`src/hw/rtl/tfc_pkg.sv`:
```
// Package for the timer frequency calibrator: payload and configuration types,
// command and status codes, register indexes and fixed field widths.
// No dependencies.
package tfc_pkg;

    localparam int STAMP_FIELD_BITS = 64;
    localparam int FREQ_BITS        = 64;
    localparam int REF_HZ_BITS      = 40;
    localparam int CYCLES_BITS      = 32;
    localparam int MIN_SAMPLES_BITS = 16;
    localparam int SPREAD_BITS      = 8;
    localparam int PRODUCT_BITS     = CYCLES_BITS + REF_HZ_BITS;
    localparam int CFG_DATA_BITS    = 40;
    localparam int CFG_INDEX_BITS   = 2;
    localparam int DIV_COUNT_BITS   = $clog2(FREQ_BITS);
    localparam int QUEUE_DEPTH      = 2;
    localparam int QPTR_BITS        = $clog2(QUEUE_DEPTH);

    localparam logic [CFG_INDEX_BITS-1:0] CFG_REFERENCE_HZ   = 2'd0;
    localparam logic [CFG_INDEX_BITS-1:0] CFG_COUNTED_CYCLES = 2'd1;
    localparam logic [CFG_INDEX_BITS-1:0] CFG_MIN_SAMPLES    = 2'd2;
    localparam logic [CFG_INDEX_BITS-1:0] CFG_SPREAD_FACTOR  = 2'd3;

    localparam logic [REF_HZ_BITS-1:0]      RESET_REFERENCE_HZ   = 40'd0;
    localparam logic [CYCLES_BITS-1:0]      RESET_COUNTED_CYCLES = 32'd500000;
    localparam logic [MIN_SAMPLES_BITS-1:0] RESET_MIN_SAMPLES    = 16'd1;
    localparam logic [SPREAD_BITS-1:0]      RESET_SPREAD_FACTOR  = 8'd10;

    typedef enum logic [1:0] {
        CMD_START  = 2'd0,
        CMD_SAMPLE = 2'd1,
        CMD_FINISH = 2'd2
    } t_command;

    typedef enum logic [1:0] {
        ST_OK           = 2'd0,
        ST_FEW_SAMPLES  = 2'd1,
        ST_SPREAD       = 2'd2,
        ST_ZERO_ELAPSED = 2'd3
    } t_status;

    typedef enum logic [2:0] {
        BK_IDLE,
        BK_CHECK,
        BK_MUL_LO,
        BK_MUL_HI,
        BK_SAT,
        BK_DIV,
        BK_DONE
    } t_back_state;

    typedef struct packed {
        t_command                    command;
        logic [STAMP_FIELD_BITS-1:0] stamp;
    } t_in_item;

    typedef struct packed {
        t_status              status;
        logic [FREQ_BITS-1:0] frequency_hz;
    } t_out_item;

    typedef struct packed {
        logic [REF_HZ_BITS-1:0]      reference_hz;
        logic [CYCLES_BITS-1:0]      counted_cycles;
        logic [MIN_SAMPLES_BITS-1:0] min_samples;
        logic [SPREAD_BITS-1:0]      spread_factor;
    } t_cfg;

endpackage

```
`src/hw/rtl/tfc_front.sv`:
```
// Front end of the calibrator: accepts requests, tracks stamps and gaps,
// and hands a snapshot of the run to the job queue on finish. Uses tfc_pkg.
module tfc_front import tfc_pkg::*; #(
    parameter int STAMP_BITS = 64,
    parameter int COUNT_BITS = 32,
    parameter int JOB_BITS   = 3 * STAMP_BITS + COUNT_BITS
) (
    input  logic                i_clk,
    input  logic                i_rst_n,
    input  logic                i_valid,
    input  t_in_item            i_in,
    output logic                o_stall,
    input  logic                i_queue_full,
    output logic                o_push,
    output logic [JOB_BITS-1:0] o_job
);

    logic [STAMP_BITS-1:0] r_first;
    logic [STAMP_BITS-1:0] r_prev;
    logic [STAMP_BITS-1:0] r_smallest;
    logic [STAMP_BITS-1:0] r_largest;
    logic [COUNT_BITS-1:0] r_count;

    logic                  w_accept;
    logic [STAMP_BITS-1:0] w_stamp;
    logic [STAMP_BITS-1:0] w_gap;
    logic [STAMP_BITS-1:0] w_elapsed;

    assign o_stall   = i_queue_full;
    assign w_accept  = i_valid && !i_queue_full;
    assign w_stamp   = i_in.stamp[STAMP_BITS-1:0];
    assign w_gap     = w_stamp - r_prev;
    assign w_elapsed = r_prev - r_first;
    assign o_push    = w_accept && (i_in.command == CMD_FINISH);
    assign o_job     = {r_largest, r_smallest, r_count, w_elapsed};

    always_ff @(posedge i_clk) begin
        if (!i_rst_n) begin
            r_first    <= '0;
            r_prev     <= '0;
            r_smallest <= '1;
            r_largest  <= '0;
            r_count    <= '0;
        end else if (w_accept) begin
            case (i_in.command)
                CMD_START: begin
                    r_first    <= w_stamp;
                    r_prev     <= w_stamp;
                    r_smallest <= '1;
                    r_largest  <= '0;
                    r_count    <= '0;
                end
                CMD_SAMPLE: begin
                    if (w_gap < r_smallest) begin
                        r_smallest <= w_gap;
                    end
                    if (w_gap > r_largest) begin
                        r_largest <= w_gap;
                    end
                    r_prev <= w_stamp;
                    if (r_count != '1) begin
                        r_count <= r_count + 1'b1;
                    end
                end
                default: begin
                    // Finish leaves the tracking as it is; the unused code is dropped.
                end
            endcase
        end
    end

endmodule

```
`config.mk`:
```
export PLATFORM = sky130hd
export DESIGN_NAME = tfc_front
export DESIGN_NICKNAME = d
export VERILOG_FILES = /design/src/hw/rtl/tfc_pkg.sv /design/src/hw/rtl/tfc_front.sv
export SDC_FILE = /design/constraint.sdc
export NUM_CORES = 1
export LEC_CHECK = 0
export BUFFER_PORTS_ARGS = -buffer_cell sky130_fd_sc_hd__buf_2
export CORE_ASPECT_RATIO = 1.4
export CORE_MARGIN = 2
export CORE_UTILIZATION = 60
export DETAILED_ROUTE_END_ITERATION = 10
export GPL_ROUTABILITY_DRIVEN = 0
export PLACE_DENSITY = 0.86
export SLEW_MARGIN = 25
export SYNTH_ARGS = -nofsm -noshare
export SYNTH_HDL_FRONTEND = slang
export SYNTH_SLANG_ARGS = --single-unit
```
`constraint.sdc`:
```
create_clock -name i_clk -period 13.95 [get_ports i_clk]
set_clock_uncertainty 0.2 [all_clocks]
set_input_delay 2.79 -clock i_clk [delete_from_list [all_inputs] [get_ports i_clk]]
set_output_delay 2.79 -clock i_clk [all_outputs]
set_load 0.01 [all_outputs]
```
Yosys cells after proc, flatten, opt, wreduce, memory -nomap -nowiden
Index checks and enable logic that the tools add are counted.
Widths: inputs -> output; s select.

storage, ports and cells
  register bits after elaboration = 288
  word-level logic and storage cells = 33
  input port bits = 70
  output and inout port bits = 226

operators by class
  $lt $le $gt $ge = 2
  mux-type cells = 6
  reductions and logical operators = 11
  $add $sub $neg = 3
  equal/unequal tests = 6

operators by type and width
  kind                   number
  $pmux 64 s2            2
  $mux 64                2
  $sub 64x64->64         2
  $gt 64x64->1           1
  $lt 64x64->1           1
  $pmux 32 s2            1
  $add 32x1->32 const B  1
  $mux 32                1
  $ne 32x32->1 const B   1
  $reduce_and 3->1       3
  $ne 2x2->1 const B     3
  $reduce_and 2->1       2
  $eq 2x1->1 const B     1
  $eq 2x2->1 const B     1
  $logic_and 1x1->1      2
  $logic_not 2->1        1
  $reduce_bool 2->1      1
  $reduce_or 2->1        1
  $logic_not 1->1        1

Longest topological paths before layout
Gate-level depths: netlist of the first run.

  word-level depth = 4
  mapped depth = 24
  gate-level depth less buffers = 22

Worst setup path before layout of the first run
Ideal clock, no wire load.

  path kind = input to register
  start = input port i_in[22] (netlist name)
  end = register r_largest[62]
  path slack = 6,271 ps
  setup time = 117 ps
  arrival = 7,361 ps
  stages on the path = 19
  path buffers = 2
  required time = 13,633 ps
  path through = ha_1 > nand2_2 > o21a_4 > or4_4 > a2111oi_4 > o21ai_2 > a211oi_2 > o41ai_2 > xnor2_1 > ha_1 > nand4_1 > or2_2 > nor3_1 > nand3_1 > or3b_2 > and2_1 > clkbuf_1 > buf_2 > a32o_1

between the ends
  word-level cells in the longest chain between the ends = 4

ends and longest elaborated chain
  element                            RTL line         text
  start, declared                    tfc_front.sv:11  input t_in_item i_in,
  $sub 64x64->64 (*)                 tfc_front.sv:32  assign w_gap = w_stamp - r_prev;
  $gt 64x64->1                       tfc_front.sv:57  if (w_gap > r_largest) begin
  $ne 2x2->1 (no source line)        n/a
  $reduce_and 3->1 (no source line)  n/a
  end signal, assigned               tfc_front.sv:58  r_largest <= w_gap;
  end, declared                      tfc_front.sv:21  logic [STAMP_BITS-1:0] r_largest;

Mark *: on every way between the ends. The rest lies on a longest branch, timed or not. The select of a mux whose other input is x is not followed.
A chain may end at the register's enable or synchronous reset.

Final worst setup path of the first run
  start = input port i_in[0] (netlist name)
  end = register r_largest[27]

Same word-level chain as after synthesis.

==> flow_metrics.tcl, run 1 <==
set metrics [dict create \
    cts_buffer_depth 3 \
    fin_cells 3696 \
    placed_cells 3640 \
    yosysWarnings 0 \
    yosysTopAreaCell "dfxtp_1" \
    grt_pass1_wl_mm 110 \
    cp-end-kind "register" \
    num_rows 83 \
    area_growth_syn_to_layout_pct 11.3 \
    critical_path_class "input port to register" \
    path_max_fanout 46 \
    hp-class "register to register" \
    cts_buffers 30 \
    grt_util_met3_pct 5.46 \
    final.period_utilization_pct 64.4 \
    syn_inst 3026 \
    start_util_pct 60.8 \
    cpPeakStageDelay_ns 0.69 \
    synthFlopType "dfxtp_1" \
    cpMostUsedCell "o21ai_0" \
    io_buffers 295 \
    synth.top_cell.area_share_pct 26.0 \
    grtUsageMet1_pct 39.9 \
    final_nets 3531 \
    core_um2 36600 \
    status "completed" \
    track_usage_pct 34.4 \
    root_buffer "clkbuf_16" \
    fill_cells 3041 \
    drv_cap 0 \
    hp-start "r_first[7]" \
    seq_area_frac_synth_pct 26.0 \
    final.setup.worst_slack_ns 4.96 \
    clk_pin_slew_ns 0.06 \
    top_usage_layer "met2" \
    wl_per_cell_um 18.9 \
    ctsHoldBuffers 0 \
    crit_path_cell_trace "buf_2 -> inv_1 -> ha_1 -> inv_1 -> fa_1 -> a211oi_1 -> o21ai_0 -> a21oi_1 -> nor3_1 -> o21ai_0 -> a21oi_1 -> nor2_1 -> o311ai_2 -> ha_1 -> o21ai_0 -> nor2_1 -> o21ai_0 -> a21oi_1 -> or4b_1 -> o21ai_0 -> and2_2 -> buf_4 -> or3_1 -> a21oi_1" \
    r2r_slack_ns 7.00 \
    worst_slew_pin_slew_ns 0.985 \
    wl_mm 70.0 \
    pin_count 296 \
    hold_viol 0 \
    cts_setup_buffers 0 \
    synth_edf_count 0 \
    cp.arrival_ns 9.21 \
    setup_viol 0 \
    hold_end "r_first[7]" \
    cp_data_required_time_ns 14.17 \
    remaining_drc_errors 0 \
    start_kind "input port" \
    crit_buf_inv 4 \
    netlist_area_um2 22200 \
    slowest_stage "nor3_1" \
    dieArea_um2 38600 \
    p_leak_nw 11.1 \
    rsz0062_at_grt "false" \
    antenna_found_initial 1 \
    cts_resized 0 \
    ant_nets 0 \
    cts.sink_count 288 \
    drt_iter0_drc 2289 \
    use_met2_pct 58.6 \
    die_y_um 232 \
    fmax_ghz 0.111 \
    async_reset_ff_share_pct 0 \
    ys_seq_elements 288 \
    cp_top_family "compound AO/OA/AOI/OAI gates" \
    dpl.hpwl_mm 51.8 \
    die_x_um 167 \
    r2r_cells 22 \
    maxSlewViolCount 0 \
    insertion_delay_ns 0.60 \
    r2r_end "r_largest[27]" \
    whs_path_depth 2 \
    setup_tns_ns 0 \
    grt-ovfl-total 0 \
    slew_headroom_pct 34.2 \
    cts_tree "built" \
    grt_pass1_vias 22049 \
    final_core_utilization_pct 67.6 \
    first_pass_iters 8 \
    drive_gt1_share_pct 12.8 \
    synth_area_leaders "dfxtp_1 26%, ha_1 14%, a21oi_1 8.2%, nand2_1 7.9%, inv_1 5.3%" \
    syn_nets 3352 \
    powerDensity_nw_per_um2 108 \
    syn_area_per_cell_um2 7.34 \
    dp_slack_ns 4.50 \
    ir_drop_mv 0.103 \
    fin_crit_ns 8.99 \
    ctsHtreeMaxLevel 1 \
    vias_per_cell 6.26 \
    vias 23150 \
    r2r_start "r_prev[0]" \
    grt_max_degree 117 \
    ys_types 97 \
]
-- layout by cell type, fill, tap and decap left out, types with 43 or more instances in the layout --
master,synthesis,layout
o21ai_0,154,154
dfxtp_1,288,288
nand4_1,62,62
nor3_1,44,43
xnor2_1,64,64
a21o_1,94,94
nand2_1,468,467
ha_1,254,254
xor2_1,72,72
nand3_1,98,98
nor2_1,181,180
buf_2,8,295
a21oi_1,363,363
inv_1,313,312
-- sequential cells by signal, summed over array words and instances, names as in the netlist --
register,count
r_count,32
r_smallest,64
r_largest,64
r_first,64
r_prev,64
-- worst max-delay path by stage --
stage,start,endpoint,slack (ns),cells past startpoint
6_report,i_in[0],r_largest[27],4.96,24
5_1_grt,i_in[0],r_largest[9],4.56,24
4_1_cts,i_in[0],r_smallest[60],5.06,22
3_5_place_dp,i_in[0],r_smallest[56],4.50,22
3_3_place_gp,i_in[0],r_largest[60],4.50,22
2_1_floorplan,i_in[22],r_largest[62],6.27,19
-- tightest hold or removal path, cell delays in order, from the launching register on --
cell and delay [ns]:
dfxtp_1 0.31, nand2_1 0.05, a21oi_1 0.05
-- cell usage after synthesis, types with 20 or more instances --
master and instances:
nor2_1 181, dfxtp_1 288, a21o_1 94, clkbuf_1 118, and3_1 38, xnor2_1 64
nor3_1 44, a31oi_1 29, ha_1 254, inv_1 313, a21oi_1 363, nor3b_1 29
nand2_1 468, nand4_1 62, nand3_1 98, o21bai_1 20, o21ai_0 154, xor2_1 72
-- metrics by stage --
step | power, mW | hold WS, ns | area, um^2
final | 2.66 | 0.253 | 24700
after global routing | 2.77 | 0.272 | 24700
after CTS | 2.63 | 0.255 | 24700
after detailed placement | 1.73 | 0.247 | 23600
after global placement | 1.70 | 0.242 | 23600
after floorplan | 1.47 | 0.236 | 22200
-- logic make-up (layout without fill, tap and decap cells) --
| family | Yosys count | in the layout | synth area share, % |
|---|---|---|---|
| other | 0 | 1 | 0 |
| flip-flops | 288 | 288 | 26.0 |
| multiplexers | 4 | 4 | 0.192 |
| AO/OA/AOI/OAI | 829 | 829 | 23.2 |
| buffers and inverters | 472 | 674 | 8.96 |
| AND/OR/NAND/NOR | 1041 | 1041 | 21.9 |
| XOR/XNOR | 136 | 136 | 5.36 |
| adder cells (fa/ha/maj) | 256 | 256 | 14.5 |
-- routing by layer --
| metal | vias to the layer above | wire length (um) |
|---|---|---|
| met5 | - | 0 |
| met4 | 0 | 5240 |
| met3 | 319 | 6120 |
| li1 | 10882 | - |
| met2 | 1250 | 32200 |
| met1 | 10699 | 26500 |
-- area by class of cell --
cell class | count | area (um^2) | area share [%]
multi-input cells | 2266 | 14500 | 58.7
flip-flops and latches | 288 | 5770 | 23.3
repair buffers | 306 | 1560 | 6.32
inverters | 313 | 1180 | 4.77
clock buffers | 39 | 876 | 3.54
well taps | 467 | 584 | 2.36
clock inverters | 16 | 241 | 0.977
diodes | 1 | 2.50 | 0.0101
-- power breakdown --
group,internal (mW),switching [mW]
clock network,0.551,0.361
logic,0.332,0.552
registers,0.842,0.0191
No activity file was read; power rests on OpenSTA's default activity.
==> run 2, diff against run 1 <==
- CORE_UTILIZATION: 60 -> 54
- PLACE_DENSITY: 0.86 -> 0.81
- clock period: 13.95 -> 7.8 ns (I/O delays scaled with it)
==> run 2 against run 1 <==
Sequential power grew 79%. Critical path depth is the same. Register-to-register slack lost 5.8 ns. Design area grew 0.13%. Flip-flop and latch count is the same. Global-route usage shrank 2.8 points. Hold slack gained 0.0019 ns. First-iteration DRC count shrank 18%. Non-clock buffer count grew 22. Final cell count grew 2.2%. Critical path type unchanged. Critical endpoint is now r_smallest[42].
==> flow_metrics.tcl, run 2 (synthesis gave the netlist of run 1 again) <==
set metrics [dict create \
    p_leak_nw 11.1 \
    antenna_found_initial 2 \
    rsz0062_at_grt "false" \
    io_buffers 295 \
    drt_iter0_drc 1866 \
    area_growth_syn_to_layout_pct 11.4 \
    drive_gt1_share_pct 13.0 \
    vias 22993 \
    die_x_um 175 \
    num_rows 87 \
    cts_buffers 28 \
    final_area_um2 24700 \
    start_util_pct 55.0 \
    cp_data_required_time_ns 8.00 \
    final_core_utilization_pct 61.3 \
    cp-end-kind "register" \
    cp.arrival_ns 7.57 \
    dpl_cell_area_um2 23900 \
    wl_per_cell_um 18.7 \
    start_kind "input port" \
    dieArea_um2 42800 \
    layout_common_cells "467 x nand2_1, 363 x a21oi_1, 312 x inv_1" \
    cts_resized 0 \
    vias_per_cell 6.09 \
    hold-worst-slack_ns 0.255 \
    cts_setup_buffers 0 \
    pin_count 296 \
    ant_nets 0 \
    final_nets 3551 \
    maxSlewViolCount 0 \
    fmax_ghz 0.136 \
    remaining_drc_errors 0 \
    drv_cap 0 \
    setup_viol 0 \
    powerDensity_nw_per_um2 181 \
    ir_drop_mv 0.181 \
    setup_tns_ns 0 \
    ctsHoldBuffers 0 \
    critical_path_class "input port to register" \
    final_common_cell "nand2_1" \
    dpl.hpwl_mm 54.1 \
    insertion_delay_ns 0.57 \
    core_um2 40400 \
    placed_cells 3729 \
    fin_crit_ns 7.38 \
    clk_pin_slew_ns 0.06 \
    track_usage_pct 31.6 \
    grt_pass1_vias 21982 \
    status "completed" \
    wl_mm 70.5 \
    cts_buffer_depth 3 \
    final.period_utilization_pct 94.6 \
    path_max_fanout 52 \
    fin_cells 3778 \
    slew_headroom_pct 32.6 \
    cts_tree "built" \
    ctsHtreeMaxLevel 1 \
    hp-class "register to register" \
    die_y_um 244 \
    cts.sink_count 288 \
    hold_viol 0 \
    grt-ovfl-total 0 \
    root_buffer "clkbuf_16" \
    grt_max_degree 114 \
    grt_pass1_wl_mm 111 \
    worst_slew_pin_slew_ns 1.01 \
    first_pass_iters 6 \
]
-- run 2: critical path, cell delays in order --
cell	delay (ns)
buf_2	0.11
inv_1	0.06
ha_1	0.16
inv_1	0.05
fa_1	0.41
a211oi_1	0.31
o21ai_0	0.21
a211oi_1	0.31
buf_4	0.19
o32ai_1	0.14
o21ai_1	0.29
a31oi_1	0.21
a221oi_1	0.34
xnor2_1	0.36
ha_1	0.38
a21o_1	0.17
a21oi_1	0.13
o21ai_0	0.17
a2111oi_0	0.83
nand4b_1	0.26
nand2_4	0.33
buf_12	0.26
nor3b_1	0.21
o21ai_0	0.10
-- run 2: per-layer routing --
layer  global-route usage, %  part of all wire, %
met5                       0                    0
met1                    35.8                   38
met4                    20.5                  6.9
met3                    5.24                  7.7
met2                    54.6                   47
-- run 2: final timing paths --
check | from | slack, ns | end | cells past startpoint
setup / recovery | i_in[0] | 0.42 | r_smallest[42] | 24
hold / removal | r_first[6] | 0.25 | r_first[6] | 2
setup reg to reg | r_prev[27] | 1.19 | r_smallest[42] | 21
hold reg to reg | r_first[6] | 0.25 | r_first[6] | 2
-- run 2: layout make-up --
type                            count  area (um^2)
Fill cell                        3521        15600
Clock inverter                      9         77.6
Timing Repair Buffer              328         1760
Multi-Input combinational cell   2266        14500
Inverter                          313         1180
Clock buffer                       39          803
Antenna cell                        1         2.50
Sequential cell                   288         5770
Tap cell                          534          668
-- run 2: where the power goes --
part	internal, mW	switching, mW	total, mW
Combinational	0.611	0.999	1.61
Sequential	1.51	0.0325	1.54
Clock	0.748	0.594	1.34
-- run 2: through the flow --
stage               setup WS (ns)  total power [mW]
global route               0.0833              4.71
detailed placement         0.0937              3.13
floorplan                    1.35              2.63
finish                      0.424              4.49
CTS                         0.599              4.47
global placement            0.213              3.09
