--- config.mk ---
export PLATFORM = sky130hd
export DESIGN_NAME = tfc_queue
export DESIGN_NICKNAME = d
export VERILOG_FILES = /design/src/hw/rtl/tfc_pkg.sv /design/src/hw/rtl/tfc_queue.sv
export SDC_FILE = /design/constraint.sdc
export NUM_CORES = 1
export LEC_CHECK = 0
export BUFFER_PORTS_ARGS = -buffer_cell sky130_fd_sc_hd__buf_2
export CAP_MARGIN = 10
export CORE_ASPECT_RATIO = 0.5
export CORE_MARGIN = 1
export CORE_UTILIZATION = 24
export DETAILED_ROUTE_END_ITERATION = 16
export SLEW_MARGIN = 10
export SYNTH_ARGS = -nofsm -noshare
export SYNTH_HDL_FRONTEND = slang
export SYNTH_SLANG_ARGS = --single-unit
export TNS_END_PERCENT = 5
--- constraint.sdc ---
create_clock -name i_clk -period 7.6 [get_ports i_clk]
set_input_delay 1.14 -clock i_clk [delete_from_list [all_inputs] [get_ports i_clk]]
set_output_delay 1.14 -clock i_clk [all_outputs]
set_load 0.01 [all_outputs]
--- src/hw/rtl/tfc_pkg.sv ---
// Package for the timer frequency calibrator: payload and configuration types,
// command and status codes, register indexes and fixed field widths.
// No dependencies.
package tfc_pkg;

    localparam int STAMP_FIELD_BITS = 64;
    localparam int FREQ_BITS        = 64;
    localparam int REF_HZ_BITS      = 40;
    localparam int CYCLES_BITS      = 32;
    localparam int MIN_SAMPLES_BITS = 16;
    localparam int SPREAD_BITS      = 8;
    localparam int PRODUCT_BITS     = CYCLES_BITS + REF_HZ_BITS;
    localparam int CFG_DATA_BITS    = 40;
    localparam int CFG_INDEX_BITS   = 2;
    localparam int DIV_COUNT_BITS   = $clog2(FREQ_BITS);
    localparam int QUEUE_DEPTH      = 2;
    localparam int QPTR_BITS        = $clog2(QUEUE_DEPTH);

    localparam logic [CFG_INDEX_BITS-1:0] CFG_REFERENCE_HZ   = 2'd0;
    localparam logic [CFG_INDEX_BITS-1:0] CFG_COUNTED_CYCLES = 2'd1;
    localparam logic [CFG_INDEX_BITS-1:0] CFG_MIN_SAMPLES    = 2'd2;
    localparam logic [CFG_INDEX_BITS-1:0] CFG_SPREAD_FACTOR  = 2'd3;

    localparam logic [REF_HZ_BITS-1:0]      RESET_REFERENCE_HZ   = 40'd0;
    localparam logic [CYCLES_BITS-1:0]      RESET_COUNTED_CYCLES = 32'd500000;
    localparam logic [MIN_SAMPLES_BITS-1:0] RESET_MIN_SAMPLES    = 16'd1;
    localparam logic [SPREAD_BITS-1:0]      RESET_SPREAD_FACTOR  = 8'd10;

    typedef enum logic [1:0] {
        CMD_START  = 2'd0,
        CMD_SAMPLE = 2'd1,
        CMD_FINISH = 2'd2
    } t_command;

    typedef enum logic [1:0] {
        ST_OK           = 2'd0,
        ST_FEW_SAMPLES  = 2'd1,
        ST_SPREAD       = 2'd2,
        ST_ZERO_ELAPSED = 2'd3
    } t_status;

    typedef enum logic [2:0] {
        BK_IDLE,
        BK_CHECK,
        BK_MUL_LO,
        BK_MUL_HI,
        BK_SAT,
        BK_DIV,
        BK_DONE
    } t_back_state;

    typedef struct packed {
        t_command                    command;
        logic [STAMP_FIELD_BITS-1:0] stamp;
    } t_in_item;

    typedef struct packed {
        t_status              status;
        logic [FREQ_BITS-1:0] frequency_hz;
    } t_out_item;

    typedef struct packed {
        logic [REF_HZ_BITS-1:0]      reference_hz;
        logic [CYCLES_BITS-1:0]      counted_cycles;
        logic [MIN_SAMPLES_BITS-1:0] min_samples;
        logic [SPREAD_BITS-1:0]      spread_factor;
    } t_cfg;

endpackage

--- src/hw/rtl/tfc_queue.sv ---
// Short job queue between the front end and the back end of the calibrator.
// Uses tfc_pkg for its depth.
module tfc_queue import tfc_pkg::*; #(
    parameter int WIDTH = 224
) (
    input  logic             i_clk,
    input  logic             i_rst_n,
    input  logic             i_push,
    input  logic [WIDTH-1:0] i_data,
    output logic             o_full,
    input  logic             i_pop,
    output logic             o_valid,
    output logic [WIDTH-1:0] o_data
);

    logic [WIDTH-1:0]     r_mem [QUEUE_DEPTH];
    logic [QPTR_BITS-1:0] r_wr_ptr;
    logic [QPTR_BITS-1:0] r_rd_ptr;
    logic [QPTR_BITS:0]   r_count;

    logic w_push;
    logic w_pop;

    assign o_full  = (r_count == (QPTR_BITS + 1)'(QUEUE_DEPTH));
    assign o_valid = (r_count != '0);
    assign o_data  = r_mem[r_rd_ptr];
    assign w_push  = i_push && !o_full;
    assign w_pop   = i_pop && o_valid;

    always_ff @(posedge i_clk) begin
        if (w_push) begin
            r_mem[r_wr_ptr] <= i_data;
        end
    end

    always_ff @(posedge i_clk) begin
        if (!i_rst_n) begin
            r_wr_ptr <= '0;
            r_rd_ptr <= '0;
            r_count  <= '0;
        end else begin
            if (w_push) begin
                r_wr_ptr <= r_wr_ptr + 1'b1;
            end
            if (w_pop) begin
                r_rd_ptr <= r_rd_ptr + 1'b1;
            end
            case ({w_push, w_pop})
                2'b10:   r_count <= r_count + 1'b1;
                2'b01:   r_count <= r_count - 1'b1;
                default: r_count <= r_count;
            endcase
        end
    end

endmodule

## Yosys cells after proc, flatten, opt, wreduce, memory -nomap -nowiden

Memory sizes are Yosys's and may differ from the RTL's. A register that Yosys moved wholly into a read port is not among the register bits.
Cells that the tools add are included.
W data, S select, Z words.

- Register bits after elaboration: 4
- Bits in writable memories: 448
- Input port bits: 228
- Memories kept: 1
- Output and inout port bits: 226

- Reductions and logical operators: 5
- Equal/unequal tests: 3
- Add/subtract/negate cells: 4
- Multiplexer cells: 5

Memory list:

| name | depth | width | read ports | clocked after memory_dff | write ports | line | RTL |
|---|---|---|---|---|---|---|---|
| r_mem | 2 | 224 | 1 | 1 | 1 | tfc_queue.sv:16 | `logic [WIDTH-1:0] r_mem [QUEUE_DEPTH];` |

Operators by type and width:

| cell | count |
|---|---|
| $eq A2 B2 Y1 const B | 2 |
| $mux W1 | 4 |
| $pmux W2 S2 | 1 |
| $reduce_bool A2 Y1 | 2 |
| $add A1 B1 Y1 const B | 2 |
| $add A2 B1 Y2 const B | 1 |
| $eq A2 B1 Y1 const B | 1 |
| $logic_and A1 B1 Y1 | 2 |
| $sub A2 B1 Y2 const B | 1 |
| $logic_not A1 Y1 | 1 |

## Depth between registers and ports, before layout

Gate-level depths: netlist of the first run.

- Depth in word-level cells: 5
- Gate-level depth with buffers: 6
- Mapped depth without buffers: 6

## Least setup slack after synthesis of the first run

OpenSTA, ideal clock, no wires.

- Kind: input to register
- From: input port i_push
- To: memory r_mem[1][0], enable pin
- Arrival: 6.300 ns
- Cell stages on the path: 1
- Slack: 0.686 ns
- Required time: 6.986 ns
- Cell sequence: and3_1

- Word-level cells in the longest chain between the ends: 3

RTL lines:

| what | line | RTL |
|---|---|---|
| from (decl) | tfc_queue.sv:8 | `input logic i_push,` |
| $logic_and A1 B1 Y1 | tfc_queue.sv:27 | `assign w_push = i_push && !o_full;` |
| $mux W1 | tfc_queue.sv:31 | `if (w_push) begin` |
| $mux W1 (implied by the code) | tfc_queue.sv:32 | `r_mem[r_wr_ptr] <= i_data;` |
| to (decl) | tfc_queue.sv:16 |  |

No other way between the ends.

==> results of run 1 <==
## routing by layer
layer | part of all wire [%] | track usage (%)
met1 | 32 | 9.66
met2 | 63 | 22.2
met3 | 2.5 | 1.86
met4 | 2.5 | 4.30
met5 | 0 | 0
## critical path, delay by kind of cell, from the launching register on
family,cells,cell delay (ns)
buf+inv,2,1.03
flops,1,0.70
mux,1,0.42
## how the worst min path moves through the flow
stage	startpoint	endpoint	slack, ns	cells after the start
6_report	r_wr_ptr	r_wr_ptr	0.49	2
5_1_grt	r_wr_ptr	r_wr_ptr	0.53	2
4_1_cts	r_wr_ptr	r_wr_ptr	0.50	2
3_5_place_dp	r_wr_ptr	r_wr_ptr	0.49	2
3_3_place_gp	r_wr_ptr	r_wr_ptr	0.48	2
2_1_floorplan	r_wr_ptr	r_wr_ptr	0.46	2
## sequential cells by signal, summed over array words and instances (netlist names), named ones only
register and count:
r_wr_ptr 1, r_mem 448, r_count 2, r_rd_ptr 1
## power groups by stage
| stage | Sequential [mW] | Combinational [mW] | Clock, mW |
|---|---|---|---|
| 6_report | 3.26 | 1.77 | 2.12 |
| 5_1_grt | 3.29 | 1.87 | 2.27 |
| 4_1_cts | 3.26 | 1.81 | 2.18 |
| 3_5_place_dp | 3.31 | 1.80 | 0 |
| 3_3_place_gp | 3.29 | 1.80 | 0 |
| 2_1_floorplan | 3.33 | 1.14 | 0 |
## final cells by class
class / count / share of cell area (%)
diodes: 4 / 0.0474
clock buffers: 61 / 5.87
clock inverters: 22 / 0.777
inverters: 3 / 0.0889
multi-input cells: 242 / 12.6
flip-flops and latches: 453 / 64.2
well taps: 897 / 5.32
repair buffers: 459 / 11.1
## synth_stat cells
cell,number
sky130_fd_sc_hd__edfxtp_1,448
sky130_fd_sc_hd__mux2_2,224
sky130_fd_sc_hd__buf_6,18
sky130_fd_sc_hd__buf_2,7
sky130_fd_sc_hd__dfxtp_1,5
sky130_fd_sc_hd__xnor2_1,3
sky130_fd_sc_hd__a21boi_1,2
sky130_fd_sc_hd__inv_1,2
sky130_fd_sc_hd__nor2b_1,2
sky130_fd_sc_hd__o21ai_0,2
sky130_fd_sc_hd__or3_1,2
sky130_fd_sc_hd__and2_1,1
sky130_fd_sc_hd__and3_1,1
sky130_fd_sc_hd__ha_1,1
sky130_fd_sc_hd__inv_2,1
sky130_fd_sc_hd__nand2_1,1
sky130_fd_sc_hd__nand2b_2,1
sky130_fd_sc_hd__o21a_1,1
sky130_fd_sc_hd__or2_2,1
## per-stage QoR
| stage | total power [mW] | hold slack [ns] | utilization (%) | setup WS, ns | instances |
|---|---|---|---|---|---|
| 2_1_floorplan | 4.47 | 0.457 | - | 0.686 | 723 |
| 3_3_place_gp | 5.10 | 0.482 | 29.2 | 3.75 | 2054 |
| 3_5_place_dp | 5.11 | 0.486 | 29.2 | 3.75 | 2054 |
| 4_1_cts | 7.25 | 0.496 | 31.3 | 3.55 | 2137 |
| 5_1_grt | 7.44 | 0.525 | 31.3 | 3.45 | 2141 |
| 6_report | 7.14 | 0.494 | 31.3 | 3.62 | 2141 |
## cell families (layout without fill, tap and decap cells)
logic type | after synthesis | after routing | share of synthesized area [%]
AO/OA/AOI/OAI | 5 | 5 | 0.198
XOR/XNOR | 3 | 3 | 0.160
adder cells (fa/ha/maj) | 1 | 1 | 0.0760
buffers and inverters | 28 | 545 | 1.51
flip-flops | 453 | 453 | 82.4
multiplexers | 224 | 224 | 15.3
other | 0 | 4 | 0
AND/OR/NAND/NOR | 9 | 9 | 0.342
## layout by cell type (no fill, tap or decap)
master                      synthesis  routed
sky130_fd_sc_hd__buf_4              0       4
sky130_fd_sc_hd__clkinv_2           0      11
sky130_fd_sc_hd__dfxtp_1            5       4
sky130_fd_sc_hd__or3_1              2       2
sky130_fd_sc_hd__bufinv_16          0       2
sky130_fd_sc_hd__clkbuf_1           0      13
sky130_fd_sc_hd__inv_8              0       1
sky130_fd_sc_hd__nand2_1            1       1
sky130_fd_sc_hd__nor2b_1            2       2
sky130_fd_sc_hd__and3_4             0       1
sky130_fd_sc_hd__buf_12             0       2
sky130_fd_sc_hd__a21boi_1           2       2
sky130_fd_sc_hd__diode_2            0       4
sky130_fd_sc_hd__inv_2              1       1
sky130_fd_sc_hd__clkbuf_8           0       1
sky130_fd_sc_hd__clkbuf_16          0      47
sky130_fd_sc_hd__inv_1              2       1
sky130_fd_sc_hd__buf_2              7     453
sky130_fd_sc_hd__or2_2              1       1
sky130_fd_sc_hd__clkinv_1           0       6
sky130_fd_sc_hd__inv_6              0       2
sky130_fd_sc_hd__xnor2_1            3       3
sky130_fd_sc_hd__o21ai_0            2       2
sky130_fd_sc_hd__ha_1               1       1
sky130_fd_sc_hd__and2_1             1       1
sky130_fd_sc_hd__clkinv_4           0       1
sky130_fd_sc_hd__o21a_1             1       1
sky130_fd_sc_hd__mux2_2           224     224
sky130_fd_sc_hd__dfxtp_4            0       1
sky130_fd_sc_hd__nand2b_2           1       1
sky130_fd_sc_hd__edfxtp_1         448     448
==> results.md, run 1 <==
- The run finished with clean final reports.
- sky130_fd_sc_hd__edfxtp_1 takes more of the synthesized area than any other cell.
- In this run the tool buffered the top-level ports with 453 buffer cells.
- The number of antenna violations at the first check in global routing is 4.
- By area the synthesized netlist is led by sky130_fd_sc_hd__edfxtp_1 (82%), sky130_fd_sc_hd__mux2_2 (15%), sky130_fd_sc_hd__buf_6 (1.2%).
- The detailed router's first-iteration violation count is 438.
- In the final layout, the share of cells above drive strength 1 is between 60 and 70%.
- The final layout contains routed wiring with a total length of 38000 um.
- The combined global-route utilization of all metal layers is a little over a tenth.
- The overall overflow remaining after global route is 0.
- In this run, the combinational gates consume 24.7% of the power.
- The reported net switching power is 1.99 mW.
- Timing would allow up to 0.251 GHz.
- The final route contains 8340 vias.
- The core region is approximately 0.067 mm^2.
- Of all nets on the critical path, the largest fanout is just under 80.
- The post-cts repair resize count is 0.
- The worst path required time is 6.46 ns.
- The classification of the worst setup path is register to primary output.
- At the later pin of the worst-skew pair, clock insertion delay measures 0.55 ns.
- The number of nets in the layout is 1433.
- The maximum clock insertion buffer count is 3.
- The flip-flop and latch area is ~0.014 mm^2.
- Measured along the y axis, the die boundary spans roughly 190 um.
- Per report_power, the sequential group accounts for 45.6% of the total.
- Setup violations remaining at the end of the flow were counted as 0.
- TritonCTS built the clock tree.
- The worst-case IR drop observed on VDD is 0.161 mV.
- The average cell area after synthesis is 22.8 um^2.
- The flop and latch count out of synthesis is ~450.
- Clock-pin slew was measured on the worst setup and hold paths at 0.06 ns.
- The max-capacitance violation count is 0.
- The leakage power is 7.63 nW.
- Counting the fill cells in the layout gives between 6000 and 7000.
- After detailed routing, the number of remaining DRC violations is 0.
- The die area is 0.0697 mm^2.
- The number of buffers added for setup after CTS is 0.
- The growth of design area from synthesis to finish is 28.3%.
- The ratio of routed vias to standard cells is 3.90.
- Setup repair after global routing left no endpoint under its margin.
- The final-report max-slew violation count is 0.
- Of the total power, the share spent switching nets is 27.9%.
- The capturing instance or port of the critical path is o_data[60].
- The cell area that synthesis handed to floorplanning was around 0.016 mm^2.
- Entering global routing, the biggest net connects 138 pins.
- The area share of the largest cell type after synthesis is 81.8%.
- The congestion estimate from routability-driven global placement came to 0.763.
- The total clock buffers created by CTS is 45.
- The area after detailed placement is 0.0197 mm^2.
- The worst path needs 3.98 ns of the cycle, external delays included.
- Synthesis produced a netlist with a net count of 952.
- The yosys synthesis warning count is 0.
- The slowest cell on the critical path is sky130_fd_sc_hd__buf_4.
- The relative max-transition margin is ~28%.
- Data on the critical path arrives at its endpoint at 2.84 ns.
- The kind of start point of the critical path is a register.
- The number of clock sinks is 453.
- The final count of hold timing violations is 0.
- The number of global-route vias before repair is 8656.
- The number of placement rows is 67.
- Clock skew on the completed layout was measured at 0.0124 ns.
- The cell count after synthesis is 723.
- The reg-to-reg critical path startpoint is r_count[0].
- The register-to-register path setup slack is roughly 4.5 ns.
- The critical path goes through buf_4 -> mux2_2 -> buf_2.
- Power spread over the standard cell area amounts to 339 mW/mm^2.
- Adding up every negative setup slack in the final design gives 0 ns.
- The global-route wire length before repair is 54200 um.
- Per report_power, the clock group accounts for 29.7% of the total.
- Sequential elements use 82.4% of the synthesized area.
- The deepest level of the CTS H-tree is 2.
- The number of routed nets with antenna violations is 0.
- The number of different library cells used by synthesis comes to 19.
- The first TritonRoute pass finished after 4 iterations.
- The fraction of the cycle the final worst path needs is between 50 and 60%.
- With fillers left out, the area of the finished cells amounts to around 0.021 mm^2.
- The clock tree root buffer cell is sky130_fd_sc_hd__clkbuf_16.
- The footprint of the multi-input gates is roughly 0.0027 mm^2.
- between 400 and 500 I/O pins were placed.
- The floorplan step set the die width to 372 um.
- The endpoint type of the worst setup path is a primary output.
- The path type of the worst min-delay path is register to register.
- The reg-to-reg endpoint is r_mem[0][104].
- The initial core utilization is 24.4%.
- The worst-margin pin slew is ~1.1 ns.
- The detailed placement HPWL is 25900 um.
- The cts-stage hold buffer count is 0.
- The largest incremental delay on the critical path is 0.87 ns.
- The internal portion of total power is 5.15 mW.
- The routed length per instance is 17.8 um.
- The number of cells on the worst reg-to-reg path is 5.
No activity file was read; power rests on OpenSTA's default activity.
==> run 2: changes to the inputs <==
==> constraint.sdc (replaced) <==
create_clock -name i_clk -period 3.7 [get_ports i_clk]
set_input_delay 0.555 -clock i_clk [delete_from_list [all_inputs] [get_ports i_clk]]
set_output_delay 0.555 -clock i_clk [all_outputs]
set_load 0.01 [all_outputs]
==> results.md, run 2 (synthesis gave the netlist of run 1 again) <==
- The min-delay analysis places its worst path in the category primary input to register.
- The setup slack after layout is 0.892 ns.
- Detailed placement finished with a half-perimeter wire length of roughly 29000 um.
- The number of fill cells is 6605.
- The first global-routing pass estimated 56900 um of wire.
- The maximum clock insertion buffer count is 3.
- The flip-flop count of the largest register after layout is 448.
- The setup check on the worst reg-to-reg path leaves a slack of 1.54 ns.
- The post-cts repair resize count is 0.
- The wire length reported by the detailed router is between 40000 and 50000 um.
- The worst setup path is captured at a primary output.
- The classification of the worst setup path is register to primary output.
- Across the run, the number of max-cap violations was 0.
- The register containing the most flip-flops in the final layout is r_mem.
- The largest registers in the layout are r_mem: 448 flops, r_count: 2 flops.
- The worst path uses 75.9% of the clock period.
- In the layout the commonest cells are sky130_fd_sc_hd__buf_2 (453), sky130_fd_sc_hd__edfxtp_1 (448), sky130_fd_sc_hd__mux2_2 (224).
- The deepest level of the CTS H-tree is 2.
- The later-pin clock latency in the skew report is 0.57 ns.
- The number of nets in the layout is 1442.
- The run finished with clean final reports.
- The number of antenna violations at the first check in global routing is 6.
- Of all nets on the critical path, the largest fanout is 47.
- During I/O placement, the number of pins put on the boundary was between 400 and 500.
- Based on the critical path, the design can be clocked at up to roughly 0.36 GHz.
- In the final layout, the share of cells above drive strength 1 is 61.0%.
- Dividing total power by cell area gives a power density of 700 mW/mm^2.
- The endpoint arrival time on the critical path is 2.25 ns.
- The worst-case IR drop observed on VDD is 0.317 mV.
- STA puts the critical path data required time at 3.14 ns.
- The kind of start point of the critical path is a register.
- The area after detailed placement is ~0.02 mm^2.
- In this run, the number of DRC markers left after iteration 0 of detailed routing was about 410.
- After clock tree synthesis, the clock-pin slew on the worst setup and hold paths is about 0.060 ns.
- The total clock buffers created by CTS is 44.
- Once layout is done, the placed cells without fillers occupy roughly 0.021 mm^2.
- The relative max-transition margin is 50.9%.
- The overall overflow remaining after global route is 0.
- The die outline height is around 190 um.
- At the placement stage, the worst setup path has a slack of about 1.4 ns.
- The clock tree root buffer cell is sky130_fd_sc_hd__clkbuf_16.
- The die area is between 0.06 and 0.07 mm^2.
- The floorplan step set the die width to roughly 370 um.
- The final period demand of the worst path is 2.81 ns.
- The number of setup buffers added after CTS is 0.
- Global routing used 11.2% of the available tracks.
- The final route contains 8568 vias.
- The iteration count of the initial detailed-routing pass is 6.
- The ratio of routed vias to standard cells is 3.99.
- The number of clock sinks is 453.
- The growth of design area from synthesis to finish is 29.3%.
- The number of placement rows is 67.
- At the end of routability-driven placement, the weighted congestion stood at 0.819.
- On the final layout, the worst hold slack is roughly 0.18 ns.
- After detailed routing, the number of remaining DRC violations is 0.
- Entering global routing, the biggest net connects 72 pins.
- Setup violations remaining at the end of the flow were counted as 0.
- The final count of hold timing violations is 0.
- The number of global-route vias before repair is 8837.
- Adding up every negative setup slack in the final design gives 0 ns.
- The placeable core region is 0.0674 mm^2.
- The final-report max-slew violation count is 0.
- The library cell used most frequently in the layout, excluding fill and tap cells, is sky130_fd_sc_hd__buf_2.
- The initial utilization of the core area, before any placement, comes to approximately a quarter.
- The setup clock skew after layout is 0.00931 ns.
- The count of buffers added on input and output ports is 453.
- The final standard cell utilization of the core is 31.6%.
- TritonCTS built the clock tree.
- The leakage power is 7.68 nW.
- The routed length per instance is 18.7 um.
- The number of routed nets with antenna violations is 0.
- Setup repair after global routing left no endpoint under its margin.
- The worst-margin pin slew is approximately 0.74 ns.
- The cts-stage hold buffer count is 0.
==> run 2: report_power, final <==
group / internal, mW / switching [mW] / leakage [nW]
Clock: 2.58 / 1.85 / 0.677
Sequential: 6.47 / 0.235 / 4.23
Combinational: 1.71 / 2.04 / 2.77
Total: 10.8 / 4.13 / 7.68
==> run 2: final cells by class <==
| type | instances | area, um^2 | share of cell area (%) |
|---|---|---|---|
| Antenna cell | 4 | 10.0 | 0.0470 |
| Clock buffer | 57 | 1170 | 5.50 |
| Clock inverter | 21 | 233 | 1.09 |
| Inverter | 3 | 22.5 | 0.106 |
| Multi-Input combinational cell | 242 | 2670 | 12.5 |
| Sequential cell | 453 | 13600 | 63.7 |
| Tap cell | 897 | 1120 | 5.27 |
| Timing Repair Buffer | 469 | 2500 | 11.7 |
==> run 2: critical path: stages (launching register included) <==
cell and delay, ns:
sky130_fd_sc_hd__dfxtp_4 0.75, sky130_fd_sc_hd__buf_12 0.33, sky130_fd_sc_hd__mux2_2 0.38, sky130_fd_sc_hd__buf_2 0.16
==> run 2: worst paths after layout <==
path | start | cells after the start | endpoint
max | register | 3 | o_data[195]
min | i_data[26] | 1 | r_mem[0][26]
max reg2reg | r_count[0] | 5 | r_mem[0][40]
min reg2reg | r_wr_ptr | 2 | r_wr_ptr
==> run 2: routing by layer <==
layer | global-route usage, % | up-vias | wire [um]
li1 | - | 3885 | -
met5 | 0 | - | 0
met1 | 10.8 | 4469 | 13300
met3 | 2.00 | 70 | 1140
met4 | 4.87 | 0 | 1300
met2 | 22.8 | 144 | 24500
==> run 2: through the flow <==
step	instances	power, mW
2_1_floorplan	723	9.13
4_1_cts	2142	15.1
3_3_place_gp	2064	10.6
3_5_place_dp	2064	10.6
6_report	2146	14.9
5_1_grt	2146	15.5
==> run 3: changes to the inputs <==
--- a/config.mk
+++ b/config.mk
@@ -5,6 +5,7 @@
 export SDC_FILE = /design/constraint.sdc
 export NUM_CORES = 1
 export LEC_CHECK = 0
+export ABC_AREA = 1
 export BUFFER_PORTS_ARGS = -buffer_cell sky130_fd_sc_hd__buf_2
 export CAP_MARGIN = 10
 export CORE_ASPECT_RATIO = 0.5
==> constraint.sdc (replaced) <==
create_clock -name i_clk -period 2.3 [get_ports i_clk]
set_input_delay 0.345 -clock i_clk [delete_from_list [all_inputs] [get_ports i_clk]]
set_output_delay 0.345 -clock i_clk [all_outputs]
set_load 0.01 [all_outputs]
==> results.md, run 3 <==
- The detailed placement HPWL is a little over 30000 um.
- Global routing finished with a remaining overflow of 0.
- The library cell used most frequently in the layout, excluding fill and tap cells, is sky130_fd_sc_hd__buf_2.
- Yosys mapped the design onto 15 distinct sky130hd cell types.
- The largest registers in the layout are r_mem: 448 flops, r_count: 2 flops.
- The combined global-route utilization of all metal layers is 11.5%.
- For the pin with the worst max-slew slack, the measured transition is 0.426 ns.
- The final-report max-slew violation count was 0.
- The endpoint arrival time on the critical path is 1.88 ns.
- The most frequent cell after synthesis is sky130_fd_sc_hd__edfxtp_1.
- More flip-flops sit in one register than any other, and that register is r_mem.
- The ratio of routed vias to standard cells is about 3.9.
- The routed length per instance is 17.7 um.
- The classification of the worst setup path is register to primary output.
- The reported net switching power is 5.81 mW.
- The number of enable flip-flop cells after synthesis is 448.
- The die outline height is 191 um.
- After layout, the worst path uses 96.9% of the clock period.
- The number of global-route vias before repair is 10232.
- The total number of vias is between 9000 and 10000.
- The first routing iteration left ~400 violations.
- Walking the worst path, the cells encountered are buf_12 -> buf_12 -> mux2_4 -> buf_2.
- The largest fanout on the critical path is 14.
- The synthesized design contains roughly 450 register bits.
- The initial core utilization is around a quarter.
- The netlist area before placement is 0.0171 mm^2.
- After synthesis, the share of flip-flops with an asynchronous set or reset is 0%.
- The growth of design area from synthesis to finish is 43.7%.
- The first TritonRoute pass finished after 4 iterations.
- At the end of the flow, the number of nets in the layout was around 1700.
- Row generation in the floorplan step produced 68 rows.
- Setup repair after global routing could not meet its margin everywhere.
- The clock tree root buffer cell is sky130_fd_sc_hd__clkbuf_16.
- The tightest hold path in the finished design has a slack of between 0.05 and 0.06 ns.
- During placement, the flow inserted port buffers numbering 453.
- In this run the power density over the cells is slightly above 900 mW/mm^2.
- The largest family of logic cells by synthesized area is multiplexers.
- In this run, the clock network consumes between 30% and 40% of the power.
- The share of final-layout standard cells stronger than drive strength 1 is a little over half.
- The flip-flop count of the largest register after layout is 448.
- The worst path in the final design needs a cycle of around 2.2 ns, including I/O delays and setup.
- The completed layout was analyzed and its total power is 22.7 mW.
- The final count of hold timing violations is 0.
- For this design the top-level I/O count stands at 454.
- In the layout the commonest cells are sky130_fd_sc_hd__buf_2 (453), sky130_fd_sc_hd__edfxtp_1 (448), sky130_fd_sc_hd__dlygate4sd3_1 (223).
- The relative max-transition margin is approximately 70%.
- The most numerous cell type found on the critical path is sky130_fd_sc_hd__buf_12.
- The multiplexer fraction of the synthesized cell area is between 10% and 20%.
- The worst path required time is 1.96 ns.
- The combinational cell fraction of total power is 22.7%.
- After synthesis, the cell types taking the most area are sky130_fd_sc_hd__edfxtp_1 (79%), sky130_fd_sc_hd__mux2_4 (14%), sky130_fd_sc_hd__mux2_2 (4.2%).
- After technology mapping, the gate count stands at between 700 and 800.
- The largest incremental delay on the critical path is about 0.41 ns.
- The tool flagged a number of max-cap violations equal to 0.
- The setup clock skew after layout is between 0.009 and 0.01 ns.
- The slowest cell on the critical path is sky130_fd_sc_hd__dfxtp_4.
- The internal power of the cells totals about 17 mW.
- After synthesis, the most frequently instantiated cells are sky130_fd_sc_hd__edfxtp_1 (448), sky130_fd_sc_hd__mux2_4 (160), sky130_fd_sc_hd__mux2_2 (64).
- The flow ran to the end, and the final reports show no timing, DRC or antenna violations.
- After clock tree synthesis, the clock-pin slew on the worst setup and hold paths is around 0.06 ns.
- Summing the sequential cell areas from Yosys gives between 70% and 80% of the chip area.
- Summing the areas of all xor and xnor instances in the mapped netlist gives 0% of the synthesized area.
- Summing the areas of all compound-gate instances in the mapped netlist gives 0.103% of the synthesized area.
- The endpoint type of the worst setup path is a primary output.
- The first global-routing pass estimated 61600 um of wire.
- The maximum clock insertion buffer count is 3.
- The setup-violating endpoint count in the final report is 0.
- Counting the fill cells in the layout gives 6596.
- The dominant synthesized flop cell is sky130_fd_sc_hd__edfxtp_1.
- The final estimated routing congestion in global placement is 0.817.
- STA classifies the critical path startpoint as a register.
- The total DRC errors in the routed layout is 0.
- The core region is 0.0696 mm^2.
- Of the total power, the share spent switching nets is ~26%.
- The number of nets produced by synthesis is 964.
- The area share of fa/ha/maj cells after synthesis is 0.0733%.
- The later-pin clock latency in the skew report is 0.55 ns.
- The deepest level of the CTS H-tree is 2.
- The path type of the worst min-delay path is primary input to register.
- The area share of the largest cell type after synthesis is 78.8%.
- The cell type contributing the most total cell area after synthesis is sky130_fd_sc_hd__edfxtp_1.
- The die covers 0.0722 mm^2.
- The average cell area after synthesis is 23.2 um^2.
- VDD sags by at most 0.465 mV.
- The maximum clock rate is 0.449 GHz.
- The number of clock sinks is around 450.
- The worst slack at placement is 0.500 ns.
- Yosys printed 0 warnings.
- The number of antenna violations at the first check in global routing came to 2.
- The total clock buffers created by CTS is 45.
- In this run the remaining antenna-violating nets after routing total 0.
- The clock tree from TritonCTS is done.
- The routed design has 43400 um of wire.
- The die span in x is between 300 and 400 um.
- The part of the power in registers is between 40 and 50%.
- The analysis attributes to cell leakage a power of 9.38 nW.
- In the post-route analysis, the smallest setup slack over all paths is around 0.070 ns.
- The largest net degree at the start of global routing is slightly below 70.
- The fraction of the mapped netlist area in simple logic gates is less than 1%.
## run 3: cell count changes after synthesis, sizes merged, moves of 2 or more
cell,previous run,this run
xnor2,3,0
inv,3,7
a21boi,2,0
nor2b,2,0
nand2,1,8
or3,2,0
nor2,0,12
## run 3: kinds of logic after synthesis
group	Yosys count
adder cells (fa/ha/maj)	1
buffers and inverters	32
multiplexers	224
AO/OA/AOI/OAI	3
flip-flops	453
AND/OR/NAND/NOR	22
## run 3: worst paths after layout
kind / startpoint / cells past startpoint / slack, ns / endpoint
setup / recovery: register / 4 / 0.07 / o_data[104]
hold / removal: i_data[55] / 1 / 0.05 / r_mem[1][55]
setup reg to reg: r_count[1] / 7 / 0.55 / r_mem[0][59]
hold reg to reg: r_rd_ptr / 2 / 0.53 / r_rd_ptr
## run 3: repair_timing
item,CTS,global route
cloned,0,1
buffers inserted,4,0
hold buffers,223,0
gates resized for setup,0,1
endpoints found under the hold margin,446,0
setup endpoints to repair,115,5
## run 3: cell type report
| cell class | count | area (um^2) | share of cell area, % |
|---|---|---|---|
| diodes | 2 | 5.00 | 0.0204 |
| clock buffers | 59 | 1180 | 4.81 |
| clock inverters | 21 | 235 | 0.959 |
| inverters | 7 | 30.0 | 0.122 |
| multi-input cells | 250 | 3260 | 13.3 |
| flip-flops and latches | 453 | 13600 | 55.3 |
| well taps | 945 | 1180 | 4.82 |
| repair buffers | 713 | 5080 | 20.7 |
## run 3: layer usage
metal | vias to the layer above | part of all wire [%] | GRT usage (%)
li1 | 4401 | - | -
met1 | 4822 | 35 | 11.8
met2 | 170 | 58 | 22.5
met3 | 96 | 2.9 | 1.85
met4 | 0 | 4.4 | 5.96
met5 | - | 0 | 0
## run 3: power groups by stage
stage / logic [mW] / clock network, mW / registers (mW)
global placement: 4.78 / 0 / 10.5
CTS: 5.19 / 7.39 / 10.3
floorplan: 2.86 / 0 / 10.5
global route: 5.41 / 7.70 / 10.4
detailed placement: 4.80 / 0 / 10.5
finish: 5.14 / 7.20 / 10.3
## run 3: critical path: cells and delay by family, from the launching register on
kind | cells | cell delay, ns
buffers and inverters | 3 | 0.54
flip-flops | 1 | 0.41
multiplexers | 1 | 0.35
## run 3: stage by stage
| step | utilization [%] | std cells | cell area (um^2) | TNS [ns] |
|---|---|---|---|---|
| floorplan | - | 735 | 17100 | -935.92 |
| global placement | 29.9 | 2140 | 20800 | 0 |
| detailed placement | 29.9 | 2140 | 20800 | 0 |
| CTS | 35.2 | 2447 | 24500 | 0 |
| global route | 35.2 | 2450 | 24500 | -0.00179 |
| finish | 35.2 | 2450 | 24500 | 0 |
